File: src/rtl/mctt_pkg.sv
// ---------------------------------------------------------------------------
// mctt_pkg
// Shared types and constants of the midi clock tempo tracker.
// ---------------------------------------------------------------------------
package mctt_pkg;

  // event operation codes
  localparam logic [2:0] OP_PULSE   = 3'd0;
  localparam logic [2:0] OP_CONSUME = 3'd1;
  localparam logic [2:0] OP_START   = 3'd2;
  localparam logic [2:0] OP_STOP    = 3'd3;
  localparam logic [2:0] OP_CONT    = 3'd4;

  // pulse transports
  localparam logic SRC_DIN = 1'b0;

  // configuration register indexes
  localparam logic REG_SYNC_SOURCE = 1'b0;
  localparam logic REG_PPQ         = 1'b1;

  // tempo constants, Q10.8 bpm
  localparam logic [17:0] TEMPO_RESET = 18'd30720;
  localparam logic [17:0] TEMPO_MAX   = 18'h3FFFF;
  // 0.25 * 60e6 * 256 * 4, numerator term of the smoothing update
  localparam logic [51:0] QUARTER_NUM = 52'd15360000000;

  // serial divider widths
  localparam int unsigned REM_W = 34;
  localparam int unsigned DVD_W = 32;
  localparam int unsigned CNT_W = 6;

  // request to the serial divider
  typedef struct packed {
    logic             start;
    logic [CNT_W-1:0] steps;
    logic [REM_W-1:0] rem_init;
    logic [DVD_W-1:0] dividend;
    logic [REM_W-1:0] divisor;
  } div_req_t;

  // response of the serial divider
  typedef struct packed {
    logic             done;
    logic [DVD_W-1:0] quotient;
  } div_rsp_t;

endpackage

File: src/rtl/mctt_sdiv.sv
// ---------------------------------------------------------------------------
// mctt_sdiv
// Restoring divider, one quotient bit per cycle, shared by tempo and phase.
// ---------------------------------------------------------------------------
module mctt_sdiv (
  input  logic              clk,
  input  logic              rst_n,
  input  mctt_pkg::div_req_t req,
  output mctt_pkg::div_rsp_t rsp
);
  import mctt_pkg::*;

  logic [REM_W-1:0] rem_r,  rem_nxt;
  logic [DVD_W-1:0] dvd_r,  dvd_nxt;
  logic [REM_W-1:0] dvs_r,  dvs_nxt;
  logic [DVD_W-1:0] quo_r,  quo_nxt;
  logic [CNT_W-1:0] cnt_r,  cnt_nxt;
  logic             busy_r, busy_nxt;
  logic             done_r, done_nxt;
  logic [REM_W:0]   trial;

  // one trial subtraction per cycle
  always_comb begin
    rem_nxt  = rem_r;
    dvd_nxt  = dvd_r;
    dvs_nxt  = dvs_r;
    quo_nxt  = quo_r;
    cnt_nxt  = cnt_r;
    busy_nxt = busy_r;
    done_nxt = 1'b0;
    trial    = {rem_r, dvd_r[DVD_W-1]} - {1'b0, dvs_r};
    if (req.start) begin
      rem_nxt  = req.rem_init;
      dvd_nxt  = req.dividend;
      dvs_nxt  = req.divisor;
      quo_nxt  = '0;
      cnt_nxt  = req.steps;
      busy_nxt = 1'b1;
    end else if (busy_r) begin
      if (!trial[REM_W]) begin
        rem_nxt = trial[REM_W-1:0];
      end else begin
        rem_nxt = {rem_r[REM_W-2:0], dvd_r[DVD_W-1]};
      end
      quo_nxt = {quo_r[DVD_W-2:0], ~trial[REM_W]};
      dvd_nxt = {dvd_r[DVD_W-2:0], 1'b0};
      cnt_nxt = cnt_r - CNT_W'(1);
      if (cnt_r == CNT_W'(1)) begin
        busy_nxt = 1'b0;
        done_nxt = 1'b1;
      end
    end
  end

  // control state
  always_ff @(posedge clk) begin
    if (!rst_n) begin
      busy_r <= 1'b0;
      done_r <= 1'b0;
      cnt_r  <= '0;
    end else begin
      busy_r <= busy_nxt;
      done_r <= done_nxt;
      cnt_r  <= cnt_nxt;
    end
  end

  // datapath
  always_ff @(posedge clk) begin
    rem_r <= rem_nxt;
    dvd_r <= dvd_nxt;
    dvs_r <= dvs_nxt;
    quo_r <= quo_nxt;
  end

  assign rsp.done     = done_r;
  assign rsp.quotient = quo_r;

endmodule

File: src/rtl/midi_clock_tempo_tracker.sv
// ---------------------------------------------------------------------------
// midi_clock_tempo_tracker
// Tracks MIDI clock pulses, smooths tempo and reports quarter-note phase.
// ---------------------------------------------------------------------------
// One item is taken at a time. Start, stop, continue, unknown codes, USB
// pulses, DIN pulses that do not close a tempo group and consume items with
// a zero PPQ register pass through the execute and done states only; a DIN
// pulse that closes a group over a zero span also passes the scale state. A
// consume item waits for the 32 steps of the shared bit-serial divider. A DIN
// pulse that closes a tempo group runs 32 steps of the bit-serial
// multiplier for 3 * tempo * delta, then 19 steps of the divider.
// A finished result sits in the output register, so the next item is taken
// while it waits; a later result that finds the register still full holds
// the sequencer until the register empties.
module midi_clock_tempo_tracker #(
  parameter int PULSES_PER_TEMPO_UPDATE = 6,
  parameter int CLOCK_PPQ               = 24
) (
  input  logic        clk,
  input  logic        rst_n,
  // configuration writes
  input  logic        cfg_valid,
  output logic        cfg_ready,
  input  logic        cfg_index,
  input  logic [9:0]  cfg_data,
  // input items
  input  logic        in_tvalid,
  output logic        in_tready,
  input  logic [31:0] in_tdata,   // [31:0] now_us
  input  logic [3:0]  in_tuser,   // [2:0] op, [3] source
  // result items
  output logic        out_tvalid,
  input  logic        out_tready,
  output logic [55:0] out_tdata   // [17:0] tempo_q8, [49:18] phase_delta_q16,
                                  // [50] playing, [55:51] zero
);
  import mctt_pkg::*;

  localparam logic [4:0]  PPT   = 5'(PULSES_PER_TEMPO_UPDATE);
  localparam logic [31:0] RATIO = 32'(CLOCK_PPQ / PULSES_PER_TEMPO_UPDATE);
  localparam logic [9:0]  PPQ_RESET = 10'(CLOCK_PPQ);

  typedef enum logic [6:0] {
    S_IDLE   = 7'b0000001,
    S_EXEC   = 7'b0000010,
    S_SCALE  = 7'b0000100,
    S_MUL    = 7'b0001000,
    S_ADD    = 7'b0010000,
    S_DSTART = 7'b0100000,
    S_DONE   = 7'b1000000
  } state_t;

  // divider wait, tracked beside the sequencer states
  typedef enum logic [1:0] {
    W_NONE  = 2'b01,
    W_DIV   = 2'b10
  } wait_t;

  state_t        state_r,  state_nxt;
  wait_t         wait_r,   wait_nxt;

  logic          sync_r;
  logic [9:0]    ppq_r;
  logic [15:0]   pend_r,   pend_nxt;
  logic [4:0]    gc_r,     gc_nxt;
  logic [31:0]   last_r,   last_nxt;
  logic [17:0]   tempo_r,  tempo_nxt;
  logic          run_r,    run_nxt;

  logic [2:0]    op_r;
  logic          src_r;
  logic [31:0]   now_r;
  logic [31:0]   diff_r,   diff_nxt;
  logic [31:0]   delta_r,  delta_nxt;
  logic [19:0]   m3t_r,    m3t_nxt;
  logic [52:0]   mul_r,    mul_nxt;
  logic [4:0]    mcnt_r,   mcnt_nxt;
  logic          sat_r,    sat_nxt;
  logic          dtempo_r, dtempo_nxt;
  logic [31:0]   phase_r,  phase_nxt;

  logic          out_valid_r, out_valid_nxt;
  logic [55:0]   out_data_r,  out_data_nxt;

  logic [4:0]    gc_inc;
  logic [31:0]   scaled;
  logic [20:0]   psum;
  logic [51:0]   num;
  logic [33:0]   dvs_tempo;
  logic          in_acc;
  logic          out_free;

  div_req_t      dreq;
  div_rsp_t      drsp;

  mctt_sdiv u_sdiv (
    .clk   (clk),
    .rst_n (rst_n),
    .req   (dreq),
    .rsp   (drsp)
  );

  assign cfg_ready = 1'b1;
  assign in_tready = (state_r == S_IDLE) && (wait_r == W_NONE);
  assign in_acc    = in_tvalid && in_tready;
  assign out_free  = !out_valid_r || out_tready;

  assign gc_inc    = gc_r + 5'd1;
  assign scaled    = 32'(diff_r * RATIO);
  assign psum      = mul_r[52:32] + (mul_r[0] ? {1'b0, m3t_r} : 21'd0);
  assign num       = mul_r[51:0] + QUARTER_NUM;
  assign dvs_tempo = {delta_r, 2'b00};

  // sequencer and state updates
  always_comb begin
    state_nxt     = state_r;
    wait_nxt      = wait_r;
    pend_nxt      = pend_r;
    gc_nxt        = gc_r;
    last_nxt      = last_r;
    tempo_nxt     = tempo_r;
    run_nxt       = run_r;
    diff_nxt      = diff_r;
    delta_nxt     = delta_r;
    m3t_nxt       = m3t_r;
    mul_nxt       = mul_r;
    mcnt_nxt      = mcnt_r;
    sat_nxt       = sat_r;
    dtempo_nxt    = dtempo_r;
    phase_nxt     = phase_r;
    out_valid_nxt = out_valid_r && !out_tready;
    out_data_nxt  = out_data_r;
    dreq          = '0;

    if (wait_r == W_DIV) begin
      // divider running, finish when it reports done
      if (drsp.done) begin
        if (dtempo_r) begin
          tempo_nxt = (sat_r || drsp.quotient[18]) ? TEMPO_MAX : drsp.quotient[17:0];
        end else begin
          phase_nxt = drsp.quotient;
        end
        wait_nxt  = W_NONE;
        state_nxt = S_DONE;
      end
    end else begin
      unique case (state_r)
        S_IDLE: begin
          if (in_acc) begin
            state_nxt = S_EXEC;
          end
        end
        S_EXEC: begin
          phase_nxt = '0;
          state_nxt = S_DONE;
          unique case (op_r) inside
            OP_PULSE: begin
              if (src_r == sync_r && pend_r != 16'hFFFF) begin
                pend_nxt = pend_r + 16'd1;
              end
              if (src_r == SRC_DIN) begin
                if (gc_inc >= PPT) begin
                  gc_nxt    = gc_inc - PPT;
                  diff_nxt  = now_r - last_r;
                  last_nxt  = now_r;
                  state_nxt = S_SCALE;
                end else begin
                  gc_nxt = gc_inc;
                end
              end
            end
            OP_CONSUME: begin
              pend_nxt = '0;
              if (ppq_r != 10'd0) begin
                dreq.start    = 1'b1;
                dreq.steps    = CNT_W'(32);
                dreq.rem_init = '0;
                dreq.dividend = {pend_r, 16'd0};
                dreq.divisor  = {24'd0, ppq_r};
                dtempo_nxt    = 1'b0;
                wait_nxt      = W_DIV;
                state_nxt     = S_IDLE;
              end
            end
            OP_START, OP_CONT: run_nxt = 1'b1;
            OP_STOP:           run_nxt = 1'b0;
            default: ;
          endcase
        end
        S_SCALE: begin
          // quarter-note delta, zero skips the update
          delta_nxt = scaled;
          m3t_nxt   = {2'b00, tempo_r} + {1'b0, tempo_r, 1'b0};
          mul_nxt   = {21'd0, scaled};
          mcnt_nxt  = '0;
          state_nxt = (scaled == 32'd0) ? S_DONE : S_MUL;
        end
        S_MUL: begin
          // shift-add, one multiplier bit per cycle
          mul_nxt  = {1'b0, psum, mul_r[31:1]};
          mcnt_nxt = mcnt_r + 5'd1;
          if (mcnt_r == 5'd31) begin
            state_nxt = S_ADD;
          end
        end
        S_ADD: begin
          mul_nxt   = {1'b0, num};
          state_nxt = S_DSTART;
        end
        S_DSTART: begin
          // high part at or above the divisor means the quotient overflows
          sat_nxt       = {1'b0, mul_r[51:19]} >= dvs_tempo;
          dreq.start    = 1'b1;
          dreq.steps    = CNT_W'(19);
          dreq.rem_init = {1'b0, mul_r[51:19]};
          dreq.dividend = {mul_r[18:0], 13'd0};
          dreq.divisor  = dvs_tempo;
          dtempo_nxt    = 1'b1;
          wait_nxt      = W_DIV;
          state_nxt     = S_IDLE;
        end
        S_DONE: begin
          if (out_free) begin
            out_valid_nxt = 1'b1;
            out_data_nxt  = {5'd0, run_r, phase_r, tempo_r};
            state_nxt     = S_IDLE;
          end
        end
        default: state_nxt = S_IDLE;
      endcase
    end
  end

  // control state and architectural registers
  always_ff @(posedge clk) begin
    if (!rst_n) begin
      state_r     <= S_IDLE;
      wait_r      <= W_NONE;
      sync_r      <= 1'b0;
      ppq_r       <= PPQ_RESET;
      pend_r      <= '0;
      gc_r        <= '0;
      last_r      <= '0;
      tempo_r     <= TEMPO_RESET;
      run_r       <= 1'b0;
      mcnt_r      <= '0;
      out_valid_r <= 1'b0;
    end else begin
      state_r     <= state_nxt;
      wait_r      <= wait_nxt;
      pend_r      <= pend_nxt;
      gc_r        <= gc_nxt;
      last_r      <= last_nxt;
      tempo_r     <= tempo_nxt;
      run_r       <= run_nxt;
      mcnt_r      <= mcnt_nxt;
      out_valid_r <= out_valid_nxt;
      if (cfg_valid && cfg_ready) begin
        unique case (cfg_index)
          REG_SYNC_SOURCE: sync_r <= cfg_data[0];
          REG_PPQ:         ppq_r  <= cfg_data;
          default: ;
        endcase
      end
    end
  end

  // item capture and datapath
  always_ff @(posedge clk) begin
    if (in_acc) begin
      op_r  <= in_tuser[2:0];
      src_r <= in_tuser[3];
      now_r <= in_tdata;
    end
    diff_r     <= diff_nxt;
    delta_r    <= delta_nxt;
    m3t_r      <= m3t_nxt;
    mul_r      <= mul_nxt;
    sat_r      <= sat_nxt;
    dtempo_r   <= dtempo_nxt;
    phase_r    <= phase_nxt;
    out_data_r <= out_data_nxt;
  end

  assign out_tvalid = out_valid_r;
  assign out_tdata  = out_data_r;

endmodule

File: config.mk
export PLATFORM = sky130hd
export DESIGN_NAME = midi_clock_tempo_tracker
export DESIGN_NICKNAME = d
export VERILOG_FILES = /design/src/rtl/mctt_pkg.sv /design/src/rtl/mctt_sdiv.sv /design/src/rtl/midi_clock_tempo_tracker.sv
export SDC_FILE = /design/constraint.sdc
export NUM_CORES = 1
export LEC_CHECK = 0
export ABC_AREA = 0
export ABC_CLOCK_PERIOD_IN_PS = 4300
export BUFFER_PORTS_ARGS = -buffer_cell sky130_fd_sc_hd__buf_2
export CORE_AREA = 5 5 259 287
export CTS_CLUSTER_SIZE = 20
export DETAILED_ROUTE_END_ITERATION = 10
export DIE_AREA = 0 0 264 292
export HOLD_SLACK_MARGIN = 0.08
export PLACE_DENSITY_LB_ADDON = 0.12
export SYNTH_ARGS = -nofsm -noshare
export SYNTH_HDL_FRONTEND = slang
export SYNTH_SLANG_ARGS = --single-unit
File: constraint.sdc
create_clock -name clk -period 4.3 [get_ports clk]
set_input_delay 0.86 -clock clk [delete_from_list [all_inputs] [get_ports clk]]
set_output_delay 0.86 -clock clk [all_outputs]
set_load 0.05 [all_outputs]
==> results.py <==
metrics = {
    "floorplan": {
        "rows": 103,
        "dieArea_sq_um": 77100,
        "die_w_um": 264,
        "io_pins": 111,
        "start_util_pct": 34.6,
        "core_area_sq_um": 71100,
        "die_y_um": 292,
    },
    "place": {
        "dpl-instance-area_sq_um": 26200,
        "gp_congestion": 0.836,
        "place_ws_ns": 0.578,
        "dp_hpwl_um": 45200,
        "io_buffers": 102,
    },
    "setup_path": {
        "worstSetupPathType": "register to register",
        "worstPathRequired_ns": 4.63,
        "reg2regPathDepth": 9,
        "r2r-start": "ppq_r[0]",
        "reg2reg_to": "u_sdiv.dvd_r[27]",
        "worst_setup_path_end_kind": "register",
        "critPathMaxFanout": 58,
        "start_kind": "register",
        "reg2reg_slack_ns": 0.53,
        "crit_arrival_ns": 4.10,
    },
    "sta": {
        "tns_ns": 0,
        "fmax_mhz": 265,
        "fin_ws_ns": 0.529,
        "tightest_slew_ns": 1.08,
        "hold_violations": 0,
        "maxSlewHeadroom_pct": 28.0,
        "rsz0062_at_grt": "no",
        "slew_violations": 0,
        "period_share_pct": 87.7,
        "clock_skew_ns": 0.0179,
        "setup_viol_count_final": 0,
        "period_needed_ns": 3.77,
    },
    "routing": {
        "ant_nets": 0,
        "via_count": 17400,
        "drtPass1Iterations": 5,
        "detail_route.wl_per_cell_um": 18.0,
        "wl_um": 62000,
        "drc": 0,
        "routed_via_density": 5.04,
        "drt_iter0_markers": 847,
    },
    "layout": {
        "drive_above_1_share_pct": 11.0,
        "final_area_sq_um": 28100,
        "post-route-util_pct": 39.5,
        "area_delta_synth_final_pct": 14.1,
        "nets": 2650,
        "nFillCells": 6960,
        "antenna-diode-count": 0,
    },
    "global_routing": {
        "grt_start_max_net_pins": 59,
        "grt_pass1_vias": 17400,
        "grt-ovfl-total": 0,
        "track_usage_pct": 15.6,
        "grt_pass1_wl_um": 98200,
        "antenna_found_initial": 1,
    },
    "status": {
        "status": "finished clean",
    },
    "synth": {
        "yosys.area_share.adder_pct": 7.48,
        "synth.avg_cell_area_sq_um": 10.5,
        "ys_seq_area_share_pct": 52.3,
        "yosysUniqueCellTypes": 93,
        "synth_compound_area_share_pct": 13.7,
        "async_flop_share_pct": 0,
        "synth_xor_xnor_area_share_pct": 4.73,
        "synth_seq_cells": 474,
        "synth_top_family_by_area": "simple AND/OR/NAND/NOR gates",
        "syn_area_sq_um": 24600,
        "ys.flop_type": "edfxtp_1",
        "synth_edf_count": 338,
        "synthCells": 2353,
        "yosysWarnings": 0,
        "synth_simple_gate_area_share_pct": 15.3,
        "synth_mux_area_share_pct": 2.32,
    },
    "cts": {
        "clock_latency_ns": 0.59,
        "cts_resized": 0,
        "cts_tree": "done",
        "clk_pin_slew_ns": 0.06,
        "cts_setup_buffers": 0,
        "cts_buffer_depth": 3,
        "clock-sinks": 474,
        "numCtsBuffers": 53,
        "cts_hold_buf": 0,
        "cts_root_buf": "clkbuf_16",
        "htree_num_levels": 2,
    },
    "min_path": {
        "whs_path_depth": 0,
        "hold_class": "register to register",
        "hold_end": "out_tdata[28]",
        "hp-start": "phase_r[10]",
    },
    "power_and_ir_drop": {
        "p_leak_nw": 10.9,
        "peakVddDrop_mv": 0.306,
        "p_per_area_nw_per_um2": 377,
    },
    "flow_run": {
        "maxCapViolCount": 0,
    },
}
[final cells by class]
class	count	area, sq um	area share, %
clock buffers	61	1410	5.01
clock inverters	39	445	1.59
inverters	145	546	1.94
multi-input cells	1638	10800	38.5
flip-flops and latches	474	12900	45.8
well taps	945	1180	4.21
repair buffers	142	836	2.97
[worst max-delay path by stage]
| stage | startpoint | endpoint | slack [ns] | depth (start not counted) |
|---|---|---|---|---|
| floorplan | state_r[6] | mul_r[16] | 0.07 | 7 |
| global placement | ppq_r[0] | u_sdiv.dvd_r[31] | 0.54 | 9 |
| detailed placement | ppq_r[0] | u_sdiv.dvd_r[27] | 0.58 | 9 |
| CTS | ppq_r[0] | u_sdiv.dvd_r[27] | 0.55 | 9 |
| global route | ppq_r[0] | u_sdiv.dvd_r[27] | 0.38 | 9 |
| finish | ppq_r[0] | u_sdiv.dvd_r[27] | 0.53 | 9 |
[worst max-delay path: stages, from the launching register on]
cell	delay, ns
dfxtp_1	0.32
nor4_1	0.32
a31oi_1	0.21
buf_4	0.21
and2_1	0.19
nor2_2	0.81
clkinv_2	0.67
buf_12	0.37
nor2_1	0.20
nor2_1	0.07
[synthesized netlist by cell type, types with 21 or more instances]
| cell | n | area, sq um |
|---|---|---|
| nor2b_1 | 21 | 131 |
| nand2_1 | 209 | 785 |
| dfxtp_1 | 136 | 2720 |
| a22oi_1 | 22 | 165 |
| edfxtp_1 | 338 | 10100 |
| o21ai_0 | 74 | 370 |
| ha_1 | 140 | 1750 |
| mux2i_1 | 57 | 571 |
| and3_1 | 33 | 206 |
| a21oi_1 | 148 | 741 |
| and2_1 | 67 | 419 |
| nand2b_1 | 23 | 144 |
| nand3_1 | 42 | 210 |
| nor3_1 | 68 | 340 |
| nor2_1 | 229 | 860 |
| clkbuf_1 | 65 | 244 |
| a21o_1 | 49 | 368 |
| xnor2_1 | 71 | 622 |
| xor2_1 | 62 | 543 |
| o21ai_1 | 25 | 125 |
| inv_1 | 142 | 533 |
[through the flow]
stage / total power [mW] / instances / hold WS, ns
global placement: 5.87 / 3344 / 0.404
floorplan: 5.69 / 2357 / 0.400
finish: 10.6 / 3444 / 0.416
CTS: 10.8 / 3444 / 0.394
global route: 11.0 / 3444 / 0.404
detailed placement: 5.88 / 3344 / 0.405
[metal layers]
metal | global-route usage (%) | wire length, um | vias to the layer above
met3 | 2.15 | 2140 | 86
li1 | - | - | 8710
met5 | 0 | 0 | -
met1 | 21.5 | 29300 | 8276
met4 | 4.49 | 1650 | 0
met2 | 26.0 | 29000 | 288
[flip-flops by register name, indices dropped and copies added, names as in the netlist, 32 cells and up]
name	cells
mul_r	52
out_tdata	51
phase_r	32
u_sdiv.dvs_r	34
u_sdiv.quo_r	32
u_sdiv.rem_r	34
[report_power, final]
part           internal [mW]  leakage, nW  switching, mW
sequential              5.01         4.09         0.0819
combinational          0.264         5.93          0.425
clock                   2.90        0.909           1.91
total                   8.17         10.9           2.41
[layout by cell type, fill, tap and decap left out, drive strengths merged, types with 69 or more instances in the layout]
cell,netlist,layout
a21oi,149,149
ha,140,140
inv,145,147
o21ai,100,100
nor2,230,230
xnor2,71,71
buf,33,142
nor3,70,70
dfxtp,136,136
edfxtp,338,338
and2,69,69
nand2,210,210
[cells by family (layout without fill, tap and decap cells)]
| kind of cell | Yosys count | count (layout) |
|---|---|---|
| fa+ha+maj | 145 | 145 |
| buf+inv | 245 | 387 |
| compound gates | 515 | 515 |
| xor+xnor | 133 | 133 |
| flops | 474 | 474 |
| other cells | 2 | 6 |
| simple gates | 782 | 782 |
| mux | 57 | 57 |
Power figures use the tool's default switching activity.
